$ cat config.mk
export PLATFORM = sky130hd
export DESIGN_NAME = shtp_spi_receive_sequencer
export DESIGN_NICKNAME = d
export VERILOG_FILES = /design/src/hw/rtl/shtp_pkg.sv /design/src/hw/rtl/shtp_cfg.sv /design/src/hw/rtl/shtp_step.sv /design/src/hw/rtl/shtp_spi_receive_sequencer.sv
export SDC_FILE = /design/constraint.sdc
export NUM_CORES = 1
export LEC_CHECK = 0
export BUFFER_PORTS_ARGS = -buffer_cell sky130_fd_sc_hd__buf_4
export CORE_MARGIN = 5
export CORE_UTILIZATION = 55
export DETAILED_ROUTE_END_ITERATION = 6
export GPL_TIMING_DRIVEN = 1
export MAX_ROUTING_LAYER = met4
export PLACE_DENSITY = 0.76
export SYNTH_ARGS = -nofsm -noshare
export SYNTH_HDL_FRONTEND = slang
export SYNTH_SLANG_ARGS = --single-unit
$ cat constraint.sdc
create_clock -name clk -period 11.2 [get_ports clk]
set_input_delay 1.68 -clock clk [delete_from_list [all_inputs] [get_ports clk]]
set_output_delay 1.68 -clock clk [all_outputs]
set_load 0.02 [all_outputs]
$ cat src/hw/rtl/shtp_pkg.sv
package shtp_pkg;

  localparam int unsigned HEADER_BYTES_DEF = 4;

  localparam logic [2:0] CMD_INTN_FALL   = 3'd0;
  localparam logic [2:0] CMD_HEADER_DONE = 3'd1;
  localparam logic [2:0] CMD_BODY_DONE   = 3'd2;
  localparam logic [2:0] CMD_SPI_ERROR   = 3'd3;
  localparam logic [2:0] CMD_POLL        = 3'd4;
  localparam logic [2:0] CMD_WRITE_REQ   = 3'd5;
  localparam logic [2:0] CMD_WRITE_DONE  = 3'd6;
  localparam logic [2:0] CMD_UNUSED      = 3'd7;

  localparam logic [1:0] PHASE_IDLE   = 2'd0;
  localparam logic [1:0] PHASE_HEADER = 2'd1;
  localparam logic [1:0] PHASE_BODY   = 2'd2;
  localparam logic [1:0] PHASE_WRITE  = 2'd3;

  localparam logic [1:0] RD_NONE   = 2'd0;
  localparam logic [1:0] RD_HEADER = 2'd1;
  localparam logic [1:0] RD_BODY   = 2'd2;

  localparam logic [2:0] WS_NONE    = 3'd0;
  localparam logic [2:0] WS_GRANTED = 3'd1;
  localparam logic [2:0] WS_BUSY    = 3'd2;
  localparam logic [2:0] WS_BAD_LEN = 3'd3;
  localparam logic [2:0] WS_EMPTY   = 3'd4;

  localparam logic [1:0] CFG_RX_BUFFER_SIZE = 2'd0;
  localparam logic [1:0] CFG_TX_BUFFER_SIZE = 2'd1;
  localparam logic [1:0] CFG_TIMEOUT_MS     = 2'd2;

  localparam logic [14:0] RX_BUFFER_SIZE_RST = 15'd384;
  localparam logic [14:0] TX_BUFFER_SIZE_RST = 15'd256;
  localparam logic [15:0] TIMEOUT_MS_RST     = 16'd20;

  typedef struct packed {
    logic [2:0]  cmd;
    logic [7:0]  header_low;
    logic [7:0]  header_high;
    logic [15:0] write_length;
    logic        write_ok;
    logic [31:0] now_ms;
    logic [31:0] now_us;
  } item_t;

  typedef struct packed {
    logic [14:0] rx_buffer_size;
    logic [14:0] tx_buffer_size;
    logic [15:0] timeout_ms;
  } cfg_t;

  typedef struct packed {
    logic [1:0]  phase;
    logic        intn_pending;
    logic        packet_ready;
    logic [14:0] pending_length;
    logic [31:0] pending_stamp;
    logic [31:0] phase_start_ms;
    logic [31:0] rx_count;
    logic [31:0] err_count;
  } state_t;

  typedef struct packed {
    state_t st;
    logic   go;
  } start_t;

  typedef struct packed {
    logic [1:0]  read_start;
    logic [14:0] read_length;
    logic        chip_select;
    logic [1:0]  phase_now;
    logic        packet_delivered;
    logic [14:0] packet_length;
    logic [31:0] packet_stamp;
    logic [2:0]  write_status;
    logic        watchdog_fired;
    logic [31:0] packets_received;
    logic [31:0] errors_seen;
  } result_t;

endpackage

$ cat src/hw/rtl/shtp_cfg.sv
module shtp_cfg (
  input  logic             clk,
  input  logic             rst,
  input  logic             cfg_valid,
  input  logic             cfg_ready,
  input  logic [1:0]       cfg_index,
  input  logic [15:0]      cfg_data,
  output shtp_pkg::cfg_t   cfg
);
  import shtp_pkg::*;

  always_ff @(posedge clk) begin
    if (rst) begin
      cfg.rx_buffer_size <= RX_BUFFER_SIZE_RST;
      cfg.tx_buffer_size <= TX_BUFFER_SIZE_RST;
      cfg.timeout_ms     <= TIMEOUT_MS_RST;
    end else if (cfg_valid && cfg_ready) begin
      case (cfg_index)
        CFG_RX_BUFFER_SIZE: cfg.rx_buffer_size <= cfg_data[14:0];
        CFG_TX_BUFFER_SIZE: cfg.tx_buffer_size <= cfg_data[14:0];
        CFG_TIMEOUT_MS:     cfg.timeout_ms     <= cfg_data;
        default: ;
      endcase
    end
  end

endmodule

$ cat src/hw/rtl/shtp_step.sv
module shtp_step #(
  parameter int unsigned HEADER_BYTES = shtp_pkg::HEADER_BYTES_DEF
) (
  input  shtp_pkg::state_t  state,
  input  shtp_pkg::item_t   item,
  input  shtp_pkg::cfg_t    cfg,
  output shtp_pkg::state_t  state_next,
  output shtp_pkg::result_t result
);
  import shtp_pkg::*;

  localparam logic [14:0] HDR_LEN = 15'(HEADER_BYTES);

  state_t      s;
  start_t      ts;
  logic [14:0] raw_len;
  logic [14:0] len;
  logic [31:0] elapsed;
  logic [1:0]  rd_start;
  logic [14:0] rd_len;
  logic        delivered;
  logic [14:0] dlen;
  logic [31:0] dstamp;
  logic [2:0]  wstat;
  logic        wd;

  function automatic start_t try_start(state_t st, logic [31:0] ms, logic [31:0] us);
    start_t r;
    r.st = st;
    r.go = 1'b0;
    if (st.phase == PHASE_IDLE && st.intn_pending && !st.packet_ready) begin
      r.st.phase          = PHASE_HEADER;
      r.st.pending_stamp  = us;
      r.st.phase_start_ms = ms;
      r.st.intn_pending   = 1'b0;
      r.go                = 1'b1;
    end
    return r;
  endfunction

  // continuation bit dropped, then clamped to the buffer
  assign raw_len = {item.header_high[6:0], item.header_low};
  assign len     = (raw_len > cfg.rx_buffer_size) ? cfg.rx_buffer_size : raw_len;
  assign elapsed = item.now_ms - state.phase_start_ms;

  always_comb begin
    s         = state;
    ts        = '0;
    rd_start  = RD_NONE;
    rd_len    = '0;
    delivered = 1'b0;
    dlen      = '0;
    dstamp    = '0;
    wstat     = WS_NONE;
    wd        = 1'b0;
    case (item.cmd)
      CMD_INTN_FALL: begin
        s.intn_pending = 1'b1;
        ts = try_start(s, item.now_ms, item.now_us);
        s  = ts.st;
        if (ts.go) begin
          rd_start = RD_HEADER;
          rd_len   = HDR_LEN;
        end
      end
      CMD_HEADER_DONE: begin
        if (s.phase == PHASE_HEADER) begin
          if (len <= HDR_LEN) begin
            s.phase = PHASE_IDLE;
            ts = try_start(s, item.now_ms, item.now_us);
            s  = ts.st;
            if (ts.go) begin
              rd_start = RD_HEADER;
              rd_len   = HDR_LEN;
            end
          end else begin
            s.pending_length = len;
            s.phase          = PHASE_BODY;
            s.phase_start_ms = item.now_ms;
            rd_start         = RD_BODY;
            rd_len           = len - HDR_LEN;
          end
        end
      end
      CMD_BODY_DONE: begin
        if (s.phase == PHASE_BODY) begin
          s.phase        = PHASE_IDLE;
          s.rx_count     = s.rx_count + 32'd1;
          s.packet_ready = 1'b1;
        end
      end
      CMD_SPI_ERROR: begin
        s.err_count = s.err_count + 32'd1;
        s.phase     = PHASE_IDLE;
        ts = try_start(s, item.now_ms, item.now_us);
        s  = ts.st;
        if (ts.go) begin
          rd_start = RD_HEADER;
          rd_len   = HDR_LEN;
        end
      end
      CMD_POLL: begin
        if ((s.phase == PHASE_HEADER || s.phase == PHASE_BODY) &&
            elapsed > {16'd0, cfg.timeout_ms}) begin
          s.phase        = PHASE_IDLE;
          s.packet_ready = 1'b0;
          s.err_count    = s.err_count + 32'd1;
          wd             = 1'b1;
          ts = try_start(s, item.now_ms, item.now_us);
          s  = ts.st;
          if (ts.go) begin
            rd_start = RD_HEADER;
            rd_len   = HDR_LEN;
          end
        end
        if (s.packet_ready) begin
          delivered      = 1'b1;
          dlen           = s.pending_length;
          dstamp         = s.pending_stamp;
          s.packet_ready = 1'b0;
          ts = try_start(s, item.now_ms, item.now_us);
          s  = ts.st;
          if (ts.go) begin
            rd_start = RD_HEADER;
            rd_len   = HDR_LEN;
          end
        end
      end
      CMD_WRITE_REQ: begin
        if (item.write_length == 16'd0) begin
          wstat = WS_EMPTY;
        end else if (item.write_length > {1'b0, cfg.tx_buffer_size}) begin
          wstat = WS_BAD_LEN;
        end else if (s.phase != PHASE_IDLE) begin
          wstat = WS_BUSY;
        end else begin
          wstat          = WS_GRANTED;
          s.phase        = PHASE_WRITE;
          s.intn_pending = 1'b0;
        end
      end
      CMD_WRITE_DONE: begin
        if (s.phase == PHASE_WRITE) begin
          s.phase = PHASE_IDLE;
          if (!item.write_ok) begin
            s.err_count = s.err_count + 32'd1;
          end else begin
            ts = try_start(s, item.now_ms, item.now_us);
            s  = ts.st;
            if (ts.go) begin
              rd_start = RD_HEADER;
              rd_len   = HDR_LEN;
            end
          end
        end
      end
      default: ;
    endcase
  end

  assign state_next = s;

  assign result.read_start       = rd_start;
  assign result.read_length      = rd_len;
  assign result.chip_select      = (s.phase != PHASE_IDLE);
  assign result.phase_now        = s.phase;
  assign result.packet_delivered = delivered;
  assign result.packet_length    = dlen;
  assign result.packet_stamp     = dstamp;
  assign result.write_status     = wstat;
  assign result.watchdog_fired   = wd;
  assign result.packets_received = s.rx_count;
  assign result.errors_seen      = s.err_count;

endmodule

$ cat src/hw/rtl/shtp_spi_receive_sequencer.sv
// Host-side receive sequencer for a framed SPI sensor-hub transport. One event beat
// (kind in s_tuser) may be accepted every clock cycle while the output is not stalled,
// and each beat yields exactly one result beat on the master side: the event is first
// captured in the input register, and then the single pass through the step
// logic loads the result register, updating the phase and counter state as it does.
// While a result is held, one further event is taken into the input register; after
// that s_tready stays low until the held result is accepted. Configuration writes are
// always accepted and should be issued only while no event is in flight.
module shtp_spi_receive_sequencer #(
  parameter int unsigned HEADER_BYTES = shtp_pkg::HEADER_BYTES_DEF
) (
  input  logic         clk,
  input  logic         rst,
  input  logic         s_tvalid,
  output logic         s_tready,
  // header_low, header_high, write_length, write_ok, now_ms, now_us, zero pad
  input  logic [103:0] s_tdata,
  // cmd
  input  logic [2:0]   s_tuser,
  output logic         m_tvalid,
  input  logic         m_tready,
  // read_start, read_length, chip_select, phase_now, packet_delivered, packet_length,
  // packet_stamp, write_status, watchdog_fired, packets_received, errors_seen
  output logic [135:0] m_tdata,
  input  logic         cfg_valid,
  output logic         cfg_ready,
  input  logic [1:0]   cfg_index,
  input  logic [15:0]  cfg_data
);
  import shtp_pkg::*;

  logic    in_valid;
  item_t   in_item;
  logic    out_valid;
  result_t out_result;
  state_t  state;
  state_t  state_next;
  result_t result;
  cfg_t    cfg;
  logic    out_load;

  assign cfg_ready = 1'b1;

  shtp_cfg u_cfg (
    .clk       (clk),
    .rst       (rst),
    .cfg_valid (cfg_valid),
    .cfg_ready (cfg_ready),
    .cfg_index (cfg_index),
    .cfg_data  (cfg_data),
    .cfg       (cfg)
  );

  shtp_step #(
    .HEADER_BYTES (HEADER_BYTES)
  ) u_step (
    .state      (state),
    .item       (in_item),
    .cfg        (cfg),
    .state_next (state_next),
    .result     (result)
  );

  assign out_load = in_valid && (!out_valid || m_tready);
  assign s_tready = !in_valid || out_load;

  always_ff @(posedge clk) begin
    if (rst) begin
      in_valid <= 1'b0;
    end else if (s_tready) begin
      in_valid <= s_tvalid;
    end
  end

  always_ff @(posedge clk) begin
    if (s_tvalid && s_tready) begin
      in_item.cmd          <= s_tuser;
      in_item.header_low   <= s_tdata[7:0];
      in_item.header_high  <= s_tdata[15:8];
      in_item.write_length <= s_tdata[31:16];
      in_item.write_ok     <= s_tdata[32];
      in_item.now_ms       <= s_tdata[64:33];
      in_item.now_us       <= s_tdata[96:65];
    end
  end

  always_ff @(posedge clk) begin
    if (rst) begin
      out_valid <= 1'b0;
    end else if (!out_valid || m_tready) begin
      out_valid <= in_valid;
    end
  end

  always_ff @(posedge clk) begin
    if (out_load) begin
      out_result <= result;
    end
  end

  always_ff @(posedge clk) begin
    if (rst) begin
      state <= '0;
    end else if (out_load) begin
      state <= state_next;
    end
  end

  assign m_tvalid = out_valid;
  assign m_tdata  = {out_result.errors_seen, out_result.packets_received,
                     out_result.watchdog_fired, out_result.write_status,
                     out_result.packet_stamp, out_result.packet_length,
                     out_result.packet_delivered, out_result.phase_now,
                     out_result.chip_select, out_result.read_length,
                     out_result.read_start};

endmodule
==> results.sh <==
export IMPL_cts_tree="yes"
export IMPL_synth_area_leader_cell="edfxtp_1"
export IMPL_synthTopCellsByArea="edfxtp_1 (31%), dfxtp_1 (17%), ha_1 (4.8%)"
export IMPL_cellLeakagePower_nw=9.73
export IMPL_clockBufferDepth=3
export IMPL_synth_xor_xnor_area_share_pct=3.34
export IMPL_drt_total_wl_um=61600
export IMPL_powerDensity_mw_per_mm2=145
export IMPL_stdcell_area_mm2=0.0264
export IMPL_period_share_pct=58.8
export IMPL_dpl_instance_area_mm2=0.0248
export IMPL_synth_edff_count=235
export IMPL_die_height_um=213
export IMPL_clock_sinks=430
export IMPL_io_pins=269
export IMPL_multiInputGateArea_mm2=0.0106
export IMPL_clkLatencyLatePin_ns=0.58
export IMPL_finClkSkew_ns=0.0135
export IMPL_crit_required_ns=11.58
export IMPL_track_usage_pct=27.3
export IMPL_antenna_found_initial=1
export IMPL_pwr_share_comb_pct=12.2
export IMPL_crit_path_start_kind="flip-flop"
export IMPL_gp_congestion=0.955
export IMPL_area_growth_pct=16.9
export IMPL_avgSynthCellArea_um2=9.76
export IMPL_power_frac_seq_pct=46.3
export IMPL_ir_worst_vdd_v=0.000122
export IMPL_synth_mux_area_share_pct=3.30
export IMPL_violations="DRC"
export IMPL_cts_root_buf="clkbuf_16"
export IMPL_finalMaxSlewViolations=0
export IMPL_synth_top_family_by_area="compound AO/OA/AOI/OAI gates"
export IMPL_fp_row_count=74
export IMPL_swShare_pct=25.1
export IMPL_p_sw_mw=0.959
export IMPL_grt_pass1_wl_um=96800
export IMPL_holdBufCountCts=0
export IMPL_cp_common_cell="a21o_1"
export IMPL_mappedNetlistNets=2530
export IMPL_maxCapViolCount=0
export IMPL_routed_via_count=18764
export IMPL_numCtsBuffers=45
export IMPL_criticalPathCategory="flip-flop to flip-flop"
export IMPL_yosys_warnings=0
export IMPL_syn_area_mm2=0.0226
export IMPL_final_nets=2719
export IMPL_hpwl_um=42900
export IMPL_path_clk_slew_ns=0.06
export IMPL_dieArea_mm2=0.0452
export IMPL_tns_ns=0
export IMPL_drc=4
export IMPL_slew_headroom_pct=20.7
export IMPL_grt_max_degree=95
export IMPL_ys_seq_elements=430
export IMPL_drt_initial_drc_count=1479
export IMPL_fill_cells=3245
export IMPL_post_cts_buffers=0
export IMPL_synth_seq_area_share_pct=48.6
export IMPL_crit_chain="ha_1, a21oi_1, and2_1, a21boi_0, o21bai_1, nand2_1, a21o_1, a21oi_1, xnor2_1, ha_1, a21o_1, a21o_1, a221o_1, o31ai_1, o2111ai_1, a2111oi_2, nand4_1, o41a_1, nor2_2, nor2_2, a31oi_1"
export IMPL_holdCritPathClass="flip-flop to flip-flop"
export IMPL_core_area_mm2=0.0407
export IMPL_setup_viol=0
export IMPL_portBuffers=259
export IMPL_clock_fmax_mhz=152
export IMPL_synth_cells=2312
export IMPL_end_kind="flip-flop"
export IMPL_vias_per_cell=6.11
export IMPL_fin_crit_ns=6.58
export IMPL_final_layout_size_suffix_gt1_share_pct=15.6
export IMPL_grt_pass1_vias=17878
export IMPL_post_cts_resized=0
export IMPL_dr_pass1_iters=7
export IMPL_worst_slew_pin_slew_ns=1.18
export IMPL_cp_data_arrival_time_ns=6.96
export IMPL_status="complete, but fails checks"
export IMPL_synth_fa_ha_area_share_pct=4.91
export IMPL_synthSimpleGateAreaFrac_pct=17.5
export IMPL_seq_area_mm2=0.0110
export IMPL_synth_compound_area_share_pct=17.8
export IMPL_worst_path_max_fanout=13
export IMPL_async_flop_share_pct=0
export IMPL_ys_flop_type="edfxtp_1"
export IMPL_ant_nets=0
export IMPL_slowest_stage="o41a_1"
export IMPL_critPathMaxStageDelay_ns=0.63
export IMPL_p_clk_share_pct=41.5
export IMPL_p_int_mw=2.87
export IMPL_rsz0062_at_grt="false"
export IMPL_wl_per_cell_um=20.0
export IMPL_synth_distinct_cells=91
export IMPL_grt_overflow=0
export IMPL_htree_levels=2
export IMPL_start_util_pct=55.4
export IMPL_dieWidth_um=213
export IMPL_synth_top_area_share_pct=31.3
export IMPL_hold_violations=0
## metal layers
layer / share of wire, % / vias up / GRT usage (%) / routed length (µm)
met5: 0 / - / - / 0
met4: 3.3 / 0 / 9.84 / 2050
met3: 6.0 / 133 / 2.83 / 3720
met2: 48 / 681 / 43.9 / 29800
met1: 42 / 9052 / 36.2 / 26000
li1: - / 8898 / - / -
## area by class of cell
cell class	count	area share, %
well taps	532	2.52
inverters	115	1.65
clock inverters	18	0.953
repair buffers	280	7.97
diodes	1	0.00948
multi-input cells	1629	40.3
flip-flops and latches	430	41.5
clock buffers	66	5.03
## cells in the mapped netlist (all sizes together), types with 22 or more instances
master    n
a21oi   175
a21o     24
mux2i    70
xnor2    46
nor2    200
edfxtp  235
clkbuf  104
buf      34
nor3     40
xor2     40
o2111a   35
o211ai   27
nand3b   37
inv     115
and2     61
or3      22
nand3    66
ha       87
nand2   234
nand4    46
dfxtp   195
a31oi    38
o21ai    85
a22o     34
o221ai   34
## cells in the final DEF (no fill, tap or decap), types with 40 or more instances in the layout
cell / n
xor2_1: 40
o21ai_0: 78
ha_1: 87
mux2i_1: 70
nand2_1: 233
a21oi_1: 173
buf_4: 280
nor2_1: 196
xnor2_1: 46
edfxtp_1: 235
and2_1: 59
inv_1: 113
nand3_1: 66
dfxtp_1: 195
nand4_1: 46
clkbuf_16: 47
## logic make-up (layout without fill, tap and decap cells)
logic type	after synthesis	count (layout)
other	1	2
multiplexers	74	74
adder cells (fa/ha/maj)	88	88
AND/OR/NAND/NOR	800	800
AO/OA/AOI/OAI	580	580
buffers and inverters	253	479
XOR/XNOR	86	86
flip-flops	430	430
## power by group through the flow
| stage | combinational [mW] | sequential, mW | clock, mW |
|---|---|---|---|
| global route | 0.511 | 1.78 | 1.68 |
| global placement | 0.455 | 1.80 | 0 |
| CTS | 0.465 | 1.77 | 1.61 |
| detailed placement | 0.463 | 1.80 | 0 |
| finish | 0.468 | 1.77 | 1.59 |
| floorplan | 0.279 | 1.82 | 0 |
## final timing paths
check | start | cells past startpoint | end | slack (ns)
min | u_cfg.cfg[11]$_SDFFE_PP0P_ | 2 | u_cfg.cfg[11]$_SDFFE_PP0P_ | 0.46
min reg2reg | u_cfg.cfg[11]$_SDFFE_PP0P_ | 2 | u_cfg.cfg[11]$_SDFFE_PP0P_ | 0.46
max | in_item[36]$_DFFE_PP_ | 21 | m_tdata[117]$_DFFE_PP_ | 4.62
max reg2reg | in_item[36]$_DFFE_PP_ | 21 | m_tdata[117]$_DFFE_PP_ | 4.62
## registers in the layout, summed over array words and instances (netlist names)
signal and count:
u_cfg.cfg 46, m_tvalid 1, state 147, m_tdata 136, in_item 99, in_valid 1
## worst max-delay path: cells and delay by family, from the launching register on
kind | cells | cell delay, ns
AOI/OAI and AO/OA | 13 | 3.77
xor gates and xnor gates | 1 | 0.18
adders and majority gates | 2 | 0.71
DFF | 1 | 0.41
and+or+nand+nor | 5 | 1.30
## per-stage QoR
step	utilization (%)	worst slack (ns)	power (mW)	hold slack, ns	cells
floorplan	-	4.27	2.10	0.436	2312
global placement	60.9	4.71	2.26	0.445	2986
detailed placement	60.9	4.73	2.27	0.448	2986
CTS	64.8	4.69	3.85	0.459	3070
global route	64.8	4.31	3.97	0.477	3071
finish	64.8	4.62	3.83	0.458	3071
(Power assumes the default switching activity.)
